<file path="src/hw/rtl/lrucache_pkg.sv">
`timescale 1ns / 1ps

package lrucache_pkg;

  localparam int MAX_SET_BITS = 6;
  localparam int MAX_WAYS     = 8;

  localparam logic [1:0] OP_IFETCH = 2'd0;
  localparam logic [1:0] OP_LOAD   = 2'd1;
  localparam logic [1:0] OP_STORE  = 2'd2;
  localparam logic [1:0] OP_MODIFY = 2'd3;

  localparam logic [1:0] CFG_SET_INDEX_BITS    = 2'd0;
  localparam logic [1:0] CFG_BLOCK_OFFSET_BITS = 2'd1;
  localparam logic [1:0] CFG_WAYS_IN_USE       = 2'd2;

  localparam logic [2:0] SET_INDEX_BITS_RESET    = 3'd4;
  localparam logic [5:0] BLOCK_OFFSET_BITS_RESET = 6'd4;
  localparam logic [3:0] WAYS_IN_USE_RESET       = 4'd1;

  typedef struct packed {
    logic hit;
    logic miss;
    logic evict;
  } bump_t;

endpackage

</file>
<file path="src/hw/rtl/lrucache_totals.sv">
`timescale 1ns / 1ps

module lrucache_totals (
  input  logic                clk,
  input  logic                rst,
  input  lrucache_pkg::bump_t bump,
  output logic [31:0]         total_hits,
  output logic [31:0]         total_misses,
  output logic [31:0]         total_evictions
);

  always_ff @(posedge clk) begin
    if (rst) begin
      total_hits      <= '0;
      total_misses    <= '0;
      total_evictions <= '0;
    end else begin
      if (bump.hit && total_hits != '1) begin
        total_hits <= total_hits + 32'd1;
      end
      if (bump.miss && total_misses != '1) begin
        total_misses <= total_misses + 32'd1;
      end
      if (bump.evict && total_evictions != '1) begin
        total_evictions <= total_evictions + 32'd1;
      end
    end
  end

endmodule

</file>
<file path="config.mk">
export PLATFORM = sky130hd
export DESIGN_NAME = lrucache_totals
export DESIGN_NICKNAME = d
export VERILOG_FILES = /design/src/hw/rtl/lrucache_pkg.sv /design/src/hw/rtl/lrucache_totals.sv
export SDC_FILE = /design/constraint.sdc
export NUM_CORES = 1
export LEC_CHECK = 0
export ABC_AREA = 1
export BUFFER_PORTS_ARGS = -buffer_cell sky130_fd_sc_hd__buf_2
export CORE_UTILIZATION = 60
export CTS_CLUSTER_DIAMETER = 150
export DETAILED_ROUTE_END_ITERATION = 8
export MAX_ROUTING_LAYER = met4
export PLACE_DENSITY_LB_ADDON = 0.08
export SETUP_SLACK_MARGIN = 0.02
export SLEW_MARGIN = 10
export SYNTH_ARGS = -nofsm -noshare
export SYNTH_HDL_FRONTEND = slang
export SYNTH_SLANG_ARGS = --single-unit
</file>
<file path="constraint.sdc">
create_clock -name clk -period 3.6 [get_ports clk]
set_input_delay 0.72 -clock clk [delete_from_list [all_inputs] [get_ports clk]]
set_output_delay 0.72 -clock clk [all_outputs]
set_load 0.01 [all_outputs]
</file>
# [Word level (Yosys, flattened, before mapping)]
# Cells that the tools add are included.
[word_totals] ff_bits=96 latchBits=0 mem_bits_rw=0 romBits=0 inputBits=5 out_inout_bits=96 elab_cells=12 memories=0
[classes] add_sub_neg=3 multipliers=0 div_mod_pow=0 n_lt_le_gt_ge=0 eq_ne=3 n_shift=0 n_mux=0 n_bitwise=0 reduce_logical=3
[op_table] op="$add A32 B1 Y32 const B" n=3
[op_table] op="$ne A32 B32 Y1 const B" n=3
[op_table] op="$logic_and A1 B1 Y1" n=3

# [Longest topological paths before layout]
[logic_depth] depth_word=2 mapped_depth=11 depth_no_buf=10

# [Worst setup path after synthesis]
# OpenSTA, ideal clock, no wires.
[synth_timing] path_type="input port to flip-flop" start="input port bump[1] (netlist bit)" end="register total_misses[31]" setup_time_ns=0.115 arrival_time_ns=1.607 setup_slack_ns=1.878 path_stages=8 cell_sequence="buf_2 -> inv_1 -> nor2_2 -> nand4_1 -> nor2_1 -> nand3_1 -> nand2_1 -> nor2_1"
[synth_via] elab_chain_cells=1
[synth_lines] element="start, declared" line="lrucache_totals.sv:6" rtl="input lrucache_pkg::bump_t bump,"
[synth_lines] element="$logic_and A1 B1 Y1" line="lrucache_totals.sv:21" rtl="if (bump.miss && total_misses != '1) begin"
[synth_lines] element="end signal, assigned" line="lrucache_totals.sv:22" rtl="total_misses <= total_misses + 32'd1;"
[synth_lines] element="end, declared" line="lrucache_totals.sv:8" rtl="output logic [31:0] total_misses,"
# Every way passes these cells.
# A chain may end at the register's enable or synchronous reset.

# [Final worst setup path]
[layout_timing] start="register total_evictions[0]" end="register total_evictions[0]"
[layout_via] elab_chain_cells=2 word_cells_on_any_way=3 cone_classes="add/sub: 1; eq/ne: 1; reduce/logical: 1"
[layout_lines] element="start, declared" line="lrucache_totals.sv:9" rtl="output logic [31:0] total_evictions"
[layout_lines] element="start signal, assigned" line="lrucache_totals.sv:25" rtl="total_evictions <= total_evictions + 32'd1;"
[layout_lines] element="branches (longest 2 deep; another with $add A32 B1 Y32)"
# Parallel ways; which one is timed is not known.

==> reports/results.tsv <==
metric	value	unit
fin_skew	0.00562	ns
yosys-top-cells-area	dfxtp_1 33%, nand2_1 16%, nor2_1 15%	
yosysSeqAreaShare	0.326	
initial_core_util	0.629	
rows	35	
crit_arrival	2.59	ns
cts_root_buffer	clkbuf_8	
wl_met3	1030	um
yosysTopAreaCell	dfxtp_1	
dp_slack	1.32	ns
cts_htree_levels	3	
dieArea	0.0102	mm2
layout_commonest_cell	nand2_1	
grt_usage	0.298	
tritoncts	yes	
final_util	0.705	
crit_fanout	22	
synthDominantCellAreaShare	0.326	
yosysWarningCount	0	
synth-edff-count	0	
diodes	0	
leakagePower	2.81	nW
syn2layout_area_growth	12.1	%
fp.dieW	101	um
wl_per_cell	12.1	um
outcome	completed	
cp_common_cell	nor2_1	
max-cap-violations	0	
setup_tns	0	ns
max_slew.worst_pin.slew	0.767	ns
cp.depth	10	
drive_gt1_frac	0.175	
irDropWorstVdd	219	uV
highest_layer	met4	
path_buf_inv	2	
numClockSinks	96	
viasPerCell	5.23	
antenna_found_initial	0	
ys.flop_type	dfxtp_1	
ys_async_sr_fraction	0	
drt.antenna.violating_nets	0	
synth_area	0.00589	mm2
dr.pass1.iters	5	
path_cells	ha_1, nand3_1, inv_1, nand2_1, nor2_1, nand3_1, nand2_1, inv_1, nor2_1, nor2_1	
met2WireLength	6610	um
cts-buffers-inserted	9	
rsz0062_at_grt	false	
syn_inst	967	
detailed_place_hpwl	10500	um
ios	101	
multiInputGateArea	0.00346	mm2
grt_max_degree	54	
synth.distinct_cells	28	
die-height	101	um
routed_wl	14400	um
holdCritPathClass	reg -> reg	
register_area	0.00192	mm2
cts_resized	0	
crit_family	simple AND/OR/NAND/NOR gates	
layout.nets	1060	
rr_worst_depth	10	
clkSlewWorstSetupHoldPaths	0.10	ns
wl_met1	6590	um
cpPeakStageDelay	0.53	ns
required	3.87	ns
max_freq	0.431	GHz
hold_buffers	0	
layout_common_cells	256 x nand2_1, 241 x nor2_1, 100 x buf_2	
fillers	909	
avgSynthCellArea	6.09	um2
hold_viol	0	
drt_iter0_markers	425	
setup_violations	0	
grt_overflow	0	
layout_min_cycle_time	2.32	ns
p_total	1.93	mW
post_cts_buffers	0	
clk_latency	0.36	ns
syn_nets	975	
gp_congestion	0.950	
ys_ff_latch	96	
portBuffers	100	
whs_path_depth	2	
final.period_utilization	0.644	
start_kind	flop	
grt_pass1_vias	5319	
critPathSlowestCell	nand3_1	
core	0.00937	mm2
fin_ws	1.28	ns
slew_headroom	0.488	
crit_type	reg -> reg	
maxSlewViolCount	0	
cp-end-kind	flop	
cts_buffer_depth	2	
grt_first_pass_wirelength	23900	um
powerDensity	292	mW/mm2
via_count	6207	
drc_errors	0	
-- registers in the layout (all words and copies together) (netlist names) --
register	flops
total_misses	32
total_hits	32
total_evictions	32
-- stage by stage --
stage / hold slack, ns / cells / cell area, um2
final: 0.502 / 1186 / 6610
after global routing: 0.552 / 1186 / 6610
after CTS: 0.508 / 1186 / 6610
after detailed placement: 0.492 / 1170 / 6390
after global placement: 0.482 / 1170 / 6390
after floorplan: 0.506 / 967 / 5890
-- path summary, 6_finish.rpt --
check	start	endpoint	slack, ns
setup / recovery	total_evictions[0]	total_evictions[0]	1.28
hold / removal	total_misses[1]	total_misses[1]	0.50
setup reg to reg	total_evictions[0]	total_evictions[0]	1.28
hold reg to reg	total_misses[1]	total_misses[1]	0.50
-- worst register-to-register path, cell delays in order (launching register included) --
cell and delay [ns]:
dfxtp_1 0.42, ha_1 0.21, nand3_1 0.18, inv_1 0.12
nand2_1 0.06, nor2_1 0.11, nand3_1 0.53, nand2_1 0.37
inv_1 0.09, nor2_1 0.10, nor2_1 0.04
-- routing by layer --
| layer | GRT usage | vias up |
|---|---|---|
| met1 | 0.382 | 2744 |
| met4 | 0.0814 | 0 |
| met3 | 0.0576 | 16 |
| li1 | - | 3235 |
| met2 | 0.480 | 212 |
| met5 | - | - |
-- cells by family (layout without fill, tap and decap cells) --
logic type,after synthesis,after routing,share of synthesized area
AO/OA/AOI/OAI,77,77,0.0720
XOR/XNOR,3,3,0.00446
adder cells (fa/ha/maj),3,3,0.00637
buffers and inverters,114,204,0.0866
flip-flops,96,96,0.326
AND/OR/NAND/NOR,674,674,0.504
-- Yosys cell counts, types with 3 or more instances --
master and n:
a21oi_1 66, a21oi_2 10, and2_1 5, buf_2 12, buf_6 8, clkbuf_1 5
dfxtp_1 96, ha_1 3, inv_1 84, nand2_1 256, nand2_2 10, nand3_1 85
nand3_2 17, nand4_1 23, nor2_1 241, nor2_2 17, nor2_4 6, nor3_1 6
or2_2 3, xor2_1 3
-- final cells by class --
class / count / area share
clock buffers: 11 / 0.0229
clock inverters: 5 / 0.00966
inverters: 87 / 0.0494
multi-input cells: 757 / 0.524
flip-flops and latches: 96 / 0.291
well taps: 129 / 0.0244
repair buffers: 101 / 0.0788
-- power breakdown --
group	internal (mW)	total [mW]	switching, mW
registers	1.07	1.08	0.0116
logic	0.0328	0.0876	0.0548
clock network	0.364	0.760	0.396
total	1.47	1.93	0.462
No activity file was read; power rests on OpenSTA's default activity.
