==> src/hw/rtl/lrucache_ram.sv <==
`timescale 1ns / 1ps

module lrucache_ram #(
  parameter int DATA_W = 8,
  parameter int ADDR_W = 4
) (
  input  logic              clk,
  input  logic              we,
  input  logic [ADDR_W-1:0] waddr,
  input  logic [DATA_W-1:0] wdata,
  input  logic [ADDR_W-1:0] raddr,
  output logic [DATA_W-1:0] rdata
);

  localparam int DEPTH = 1 << ADDR_W;

  logic [DATA_W-1:0] mem [DEPTH];

  always_ff @(posedge clk) begin
    if (we) begin
      mem[waddr] <= wdata;
    end
    rdata <= mem[raddr];
  end

endmodule

==> config.mk <==
export PLATFORM = sky130hd
export DESIGN_NAME = lrucache_ram
export DESIGN_NICKNAME = d
export VERILOG_FILES = /design/src/hw/rtl/lrucache_ram.sv
export SDC_FILE = /design/constraint.sdc
export NUM_CORES = 1
export LEC_CHECK = 0
export BUFFER_PORTS_ARGS = -buffer_cell sky130_fd_sc_hd__buf_2
export CELL_PAD_IN_SITES_DETAIL_PLACEMENT = 1
export CELL_PAD_IN_SITES_GLOBAL_PLACEMENT = 1
export CORE_ASPECT_RATIO = 0.8
export CORE_MARGIN = 3
export CORE_UTILIZATION = 45
export CTS_BUF_LIST = sky130_fd_sc_hd__clkbuf_16
export CTS_CLUSTER_SIZE = 14
export DETAILED_ROUTE_END_ITERATION = 12
export PLACE_DENSITY = 0.65
export SLEW_MARGIN = 5
export SYNTH_ARGS = -nofsm -noshare
export SYNTH_HDL_FRONTEND = slang
export SYNTH_SLANG_ARGS = --single-unit
==> constraint.sdc <==
create_clock -name clk -period 2 [get_ports clk]
set_clock_uncertainty 0.15 [all_clocks]
set_input_delay 0.1 -clock clk [delete_from_list [all_inputs] [get_ports clk]]
set_output_delay 0.1 -clock clk [all_outputs]
set_load 0.05 [all_outputs]
Word-level counts from Yosys, hierarchy flattened
Memory sizes are Yosys's and may differ from the RTL's. A register that Yosys moved wholly into a read port is not among the register bits.
Index checks and enable logic that the tools add are counted.
- memories: 1
- logic and storage cells: 3
- input port bits: 18
- output and inout bits: 8
- bits in registers: 0
- memory bits (writable): 128
- multiplexer cells: 2
- memories (name ; words ; bits a word ; read ports ; clocked after memory_dff ; wr ports ; line ; text):
    mem ; 16 ; 8 ; 1 ; 1 ; 1 ; 17 ; logic [DATA_W-1:0] mem [DEPTH];
- operators by type and width (kind ; number):
    $mux 1 ; 2

Logic depth before layout (Yosys ltp)
Gate-level depths: netlist of run 1.
- depth after elaboration: 2
- gate-level depth with buffers: 5
- gate-level depth less buffers: 3

Worst setup path after synthesis of run 1
Ideal clock, no wire load.
- path type: input to register
- start point: input port waddr[2]
- end point: memory mem[0][0] (enable)
- stages on the path: 2
- setup slack: 0.257 ns
- setup time: 0.383 ns
- buffers on the path: 0
- arrival time: 1.210 ns
- required time: 1.467 ns
- path through: or3b_2 -> nor3_1
- RTL lines (what ; line ; text):
    start: declaration ; 9 ; input logic [ADDR_W-1:0] waddr,
    end: declaration ; 17 ;
No word-level cell before the write port.

==> results of run 1 <==
==> kinds of logic after synthesis <==
family,after synthesis,share of synthesized area [%]
flops,136,77.8
compound gates,16,2.33
buf+inv,10,1.68
mux,32,15.0
simple gates,35,3.18
==> synthesized netlist by cell type, drive strengths merged <==
cell	count	area [sq um]
nand2	9	33.8
nor2	13	48.8
mux4	32	773
nand3b	2	15.0
and2b	1	7.51
buf	7	56.3
edfxtp	128	3840
a22oi	16	120
or3b	1	8.76
dfxtp	8	160
nor2b	1	6.26
nor3	4	20.0
nand3	1	5.00
clkdlybuf4s25	3	30.0
and2	1	6.26
nand2b	2	12.5
==> what timing repair did <==
| action | 4_1_cts | 5_1_grt |
|---|---|---|
| hold buffers | 8 | 0 |
| endpoints found under the hold margin | 128 | 0 |
| buffers inserted | 0 | 0 |
| gates resized for setup | 0 | 0 |
==> layout make-up <==
type	count	area [sq um]
Fill cell	958	4810
Clock inverter	15	153
Sequential cell	136	4000
Tap cell	144	180
Clock buffer	17	425
Multi-Input combinational cell	83	1060
Timing Repair Buffer	54	388
==> tightest hold or removal path: stages <==
cell	delay (ps)
buf_2	120
nor2_1	80
buf_4	180
a22oi_1	100
nand2_1	60
==> registers in the layout, summed over array words and instances, names as in the netlist <==
signal,count
mem,128
rdata,8
==> per-stage QoR <==
step,total power [mW],instance area [sq um],instances,hold WS (ps),setup WS (ps)
after detailed placement,3.64,5550,409,350,257
after global placement,3.62,5550,409,340,253
after CTS,6.69,6210,449,73.5,470
after floorplan,3.49,5150,229,48.9,257
after global routing,6.83,6210,449,117,438
final,6.60,6210,449,106,500
==> per-layer routing <==
metal  track usage, %  share of wire [%]  up-vias
met5                0                  0        -
met4             7.75                1.5        0
met3             5.22                4.2       13
met2             28.2                 48       52
met1             24.9                 46     1314
li1                 -                  -     1104
==> power breakdown <==
| group | switching [mW] | internal, mW | total, mW |
|---|---|---|---|
| Clock | 1.19 | 1.83 | 3.02 |
| Combinational | 0.230 | 0.141 | 0.371 |
| Sequential | 0.0223 | 3.19 | 3.21 |
| Total | 1.44 | 5.16 | 6.60 |
==> worst max-delay path by stage <==
stage / to / cells past startpoint
2_1_floorplan: mem[0][0] / 2
3_3_place_gp: rdata[0] / 5
3_5_place_dp: rdata[0] / 5
4_1_cts: rdata[4] / 3
5_1_grt: rdata[2] / 3
6_report: rdata[4] / 3
==> flow_summary_export.csv, run 1 <==
group,metric,value,unit
worst_setup_path,crit_type,"register to register",
worst_setup_path,critPathMaxStageDelay,490,ps
route,vias,2483,
clock_tree,cts_tree,"built",
min_path,min_path_cells,5,
worst_setup_path,cp-end-kind,"register",
flow_run,drv_cap,0,
grt,grt.total_usage,18.3,%
sta,rsz0062_at_grt,"false",
place,port_buffers,25,
worst_setup_path,path_delay_family,"multiplexers",
floorplanning,die_x,126,um
grt,overflow,0,
worst_setup_path,worstRegToRegCells,3,
worst_setup_path,ff2ff_setup_slack,500,ps
worst_setup_path,crit_slowest_cell,"mux4_1",
logic_synthesis,synth.avg_cell_area,22.5,sq um
sta,fin_crit,1500,ps
logic_synthesis,ys_ff_latch,136,
sta,finalSetupViolCount,0,
route,drt_first_pass_iters,4,
route,routed_wl,10600,um
floorplanning,start_util,46.7,%
place,gp_congestion,0.696,
place,dp_hpwl,6810,um
floorplanning,dieArea,0.0128,sq mm
finish,final_util,56.3,%
floorplanning,io_pins,26,
worst_setup_path,crit_arrival,1650,ps
logic_synthesis,ys_types,19,
grt,antenna_found_initial,0,
min_path,min_from,"raddr[3]",
clock_tree,clkSinkCount,136,
worst_setup_path,r2r_start,"mem[8][4]",
grt,first_global_vias,2656,
grt,grt_max_degree,33,
finish,layout_commonest_cell,"edfxtp_1",
grt,grt_pass1_wl,16300,um
power,p_leak,2.12,nW
finish,final_nets,310,
floorplanning,core,0.0110,sq mm
finish,diodes,0,
route,drtIter0Drc,236,
route,drc,0,
sta,finalHoldViolations,0,
outcome,status,"completed",
logic_synthesis,ys_seq_area_share,77.8,%
clock_tree,htreeDepth,4,
logic_synthesis,synth_nets,247,
worst_setup_path,cp.required,2150,ps
sta,max_slew_margin,73.2,%
worst_setup_path,r2r-end,"rdata[4]",
finish,drive_above_1_share,31.5,%
sta,tightest_slew,401,ps
route,wl_per_cell,23.5,um
floorplanning,die_height,102,um
worst_setup_path,startpoint,"mem[8][4]",
worst_setup_path,path_buf_inv,0,
worst_setup_path,cp_max_fo,1,
sta,setup_tns,0,ps
clock_tree,clock_path_buffers,2,
logic_synthesis,synth_warnings,0,
sta,slew_violations,0,
logic_synthesis,syn_area,0.00515,sq mm
sta,timing.fmax,667,MHz
sta,finalCritPeriodShare,75.0,%
floorplanning,rows,34,
finish,area_growth,20.6,%
clock_tree,cts_made_buffers,17,
clock_tree,path_clk_slew,60,ps
logic_synthesis,syn_inst,229,
power,powerDensity,1060,mW/mm^2
power,ir_drop,0.598,mV
worst_setup_path,startpoint_type,"register",
finish,layout_common_cells,"128 x edfxtp_1, 25 x buf_2, 19 x buf_4, 18 x mux4_2, 17 x clkbuf_16",
min_path,hold_class,"primary input to register",
min_path,min_to,"rdata[4]",
worst_setup_path,crit_chain,"mux4_1 > a22oi_1 > nand2_1",
route,vias_per_cell,5.53,
clock_tree,clock-root-buffer,"clkbuf_16",
route,ant_nets,0,
clock_tree,clk_latency,420,ps
Power figures use the tool's default switching activity.
==> run 2, diff against run 1 <==
==> constraint.sdc (replaced) <==
create_clock -name clk -period 1.5 [get_ports clk]
set_clock_uncertainty 0.15 [all_clocks]
set_input_delay 0.075 -clock clk [delete_from_list [all_inputs] [get_ports clk]]
set_output_delay 0.075 -clock clk [all_outputs]
set_load 0.05 [all_outputs]
==> run 2 against run 1 <==
  * Register-to-register slack worse by 460 ps
  * Worst setup slack got worse by 460 ps
  * Combinational power increased by 44%
  * Sequential cell count did not move
  * Largest power group unchanged
  * Sequential share of layout area down 1.4 points
  * Final area is 2.2% higher
  * First-iteration DRC count grew 37%
  * Die area stayed put
  * Routed wire length grew 1.8%
  * Clock power rose by 41%
  * Cell count is 1.8% higher
==> flow_summary_export.csv, run 2 (synthesized netlist as in run 1, its figures left out) <==
group,metric,value,unit
worst_setup_path,worstRegToRegCells,3,
route,routed_wl,10800,um
finish,largest_reg_flops,128,
floorplanning,start_util,46.7,%
route,routed-wl-met2,4990,um
sta,tightest_slew,1030,ps
finish,layout_common_cells,"128 x edfxtp_1, 27 x buf_4, 25 x buf_2, 20 x mux4_2, 17 x clkbuf_16",
worst_setup_path,r2r-end,"rdata[0]",
power,powerDensity,1430,mW/mm^2
clock_tree,clkSinkCount,136,
worst_setup_path,crit_slowest_cell,"mux4_1",
grt,antenna_found_initial,0,
place,place_ws,-165,ps
grt,first_global_vias,2657,
sta,slew_violations,0,
place,port_buffers,25,
sta,max_slew_margin,31.3,%
grt,grt_pass1_wl,16500,um
finish,layout_commonest_cell,"edfxtp_1",
outcome,status,"completed",
worst_setup_path,path_buf_inv,0,
power,ir_drop,0.774,mV
worst_setup_path,r2r_start,"mem[4][0]",
clock_tree,clock-root-buffer,"clkbuf_16",
worst_setup_path,crit_type,"register to register",
floorplanning,core,0.0110,sq mm
worst_setup_path,cp.required,1650,ps
clock_tree,cts_tree,"built",
worst_setup_path,cp_max_fo,1,
finish,diodes,0,
clock_tree,clk_latency,410,ps
floorplanning,die_height,102,um
route,ant_nets,0,
sta,timing.fmax,686,MHz
finish,drive_above_1_share,36.1,%
place,gp_congestion,0.741,
clock_tree,clock_path_buffers,2,
worst_setup_path,cp-end-kind,"register",
route,vias_per_cell,5.55,
finish,area_growth,23.2,%
finish,regMostFlops,"mem",
route,drtIter0Drc,324,
worst_setup_path,startpoint_type,"register",
floorplanning,die_x,126,um
floorplanning,dieArea,0.0128,sq mm
sta,rsz0062_at_grt,"false",
worst_setup_path,path_delay_family,"multiplexers",
sta,fin_ws,42.3,ps
route,drc,0,
place,dpl.cell_count,417,
min_path,min_to,"mem[0][1]",
worst_setup_path,crit_chain,"mux4_1 > a22oi_2 > nand2_1",
min_path,min_path_cells,3,
sta,finalCritPeriodShare,97.2,%
grt,overflow,0,
route,wl_met3,371,um
grt,grt_max_degree,17,
sta,finalSetupViolCount,0,
finish,final_nets,318,
worst_setup_path,crit_arrival,1610,ps
worst_setup_path,ff2ff_setup_slack,40,ps
clock_tree,htreeDepth,4,
min_path,min_from,"waddr[1]",
finish,largestRegisters,"mem: 128 flops, rdata: 8 flops",
route,vias,2538,
sta,finalHoldViolations,0,
sta,holdWs,82.7,ps
min_path,hold_class,"primary input to register",
route,wl_per_cell,23.6,um
flow_run,drv_cap,0,
sta,fin_crit,1460,ps
power,p_leak,2.17,nW
clock_tree,path_clk_slew,60,ps
sta,setup_tns,0,ps
place,dp_hpwl,7070,um
route,top_layer,"met4",
grt,grt.total_usage,18.4,%
floorplanning,rows,34,
clock_tree,cts_made_buffers,17,
floorplanning,io_pins,26,
route,drt_first_pass_iters,4,
route,wl_met1,5250,um
worst_setup_path,critPathMaxStageDelay,550,ps
finish,fin_cells,457,
run 2: final cells by class:
| class | count | area, sq um |
|---|---|---|
| sequential | 136 | 4000 |
| clock inverter | 15 | 184 |
| fill | 951 | 4680 |
| clock buffer | 17 | 425 |
| timing repair buffer | 62 | 448 |
| tap | 144 | 180 |
| multi-input combinational | 83 | 1100 |
run 2: through the flow:
stage | util [%] | power [mW] | cell area (sq um)
after floorplan | - | 4.65 | 5150
after global placement | 51.0 | 4.85 | 5610
after detailed placement | 51.0 | 4.87 | 5610
after CTS | 57.3 | 9.14 | 6320
after global routing | 57.6 | 9.38 | 6340
final | 57.6 | 9.07 | 6340
run 2: worst register-to-register path, delay by kind of cell (launching register included):
family	cells	cell delay (ps)
multiplexers	1	550
flip-flops	1	370
AO/OA/AOI/OAI	1	210
AND/OR/NAND/NOR	1	80
run 2: worst max path at each step:
stage / from / end / slack [ps] / cells past startpoint
after floorplan: waddr[2] / mem[3][0] / 9 / 2
after global placement: raddr[0] / rdata[1] / -160 / 6
after detailed placement: raddr[0] / rdata[1] / -160 / 6
after CTS: mem[8][2] / rdata[2] / 10 / 3
after global routing: mem[0][5] / rdata[5] / 2 / 3
final: mem[4][0] / rdata[0] / 40 / 3
run 2: repair_timing:
action | in CTS | in global routing
resized for setup | 3 | 8
cloned | 0 | 0
pin swaps | 0 | 0
setup buffers | 0 | 0
hold endpoints to repair | 128 | 0
endpoints found under the setup margin | 3 | 4
hold buffers | 8 | 0
run 2: routing by layer:
layer / up-vias / global-route usage (%)
met5: - / 0
li1: 1113 / -
met2: 51 / 27.3
met4: 0 / 6.00
met1: 1359 / 26.7
met3: 15 / 5.27
run 2: power by group:
part           internal (mW)  switching (mW)  total, mW  leakage (nW)
combinational          0.209           0.326      0.535         0.658
sequential              4.25          0.0270       4.28          1.22
clock                   2.75            1.51       4.26         0.285
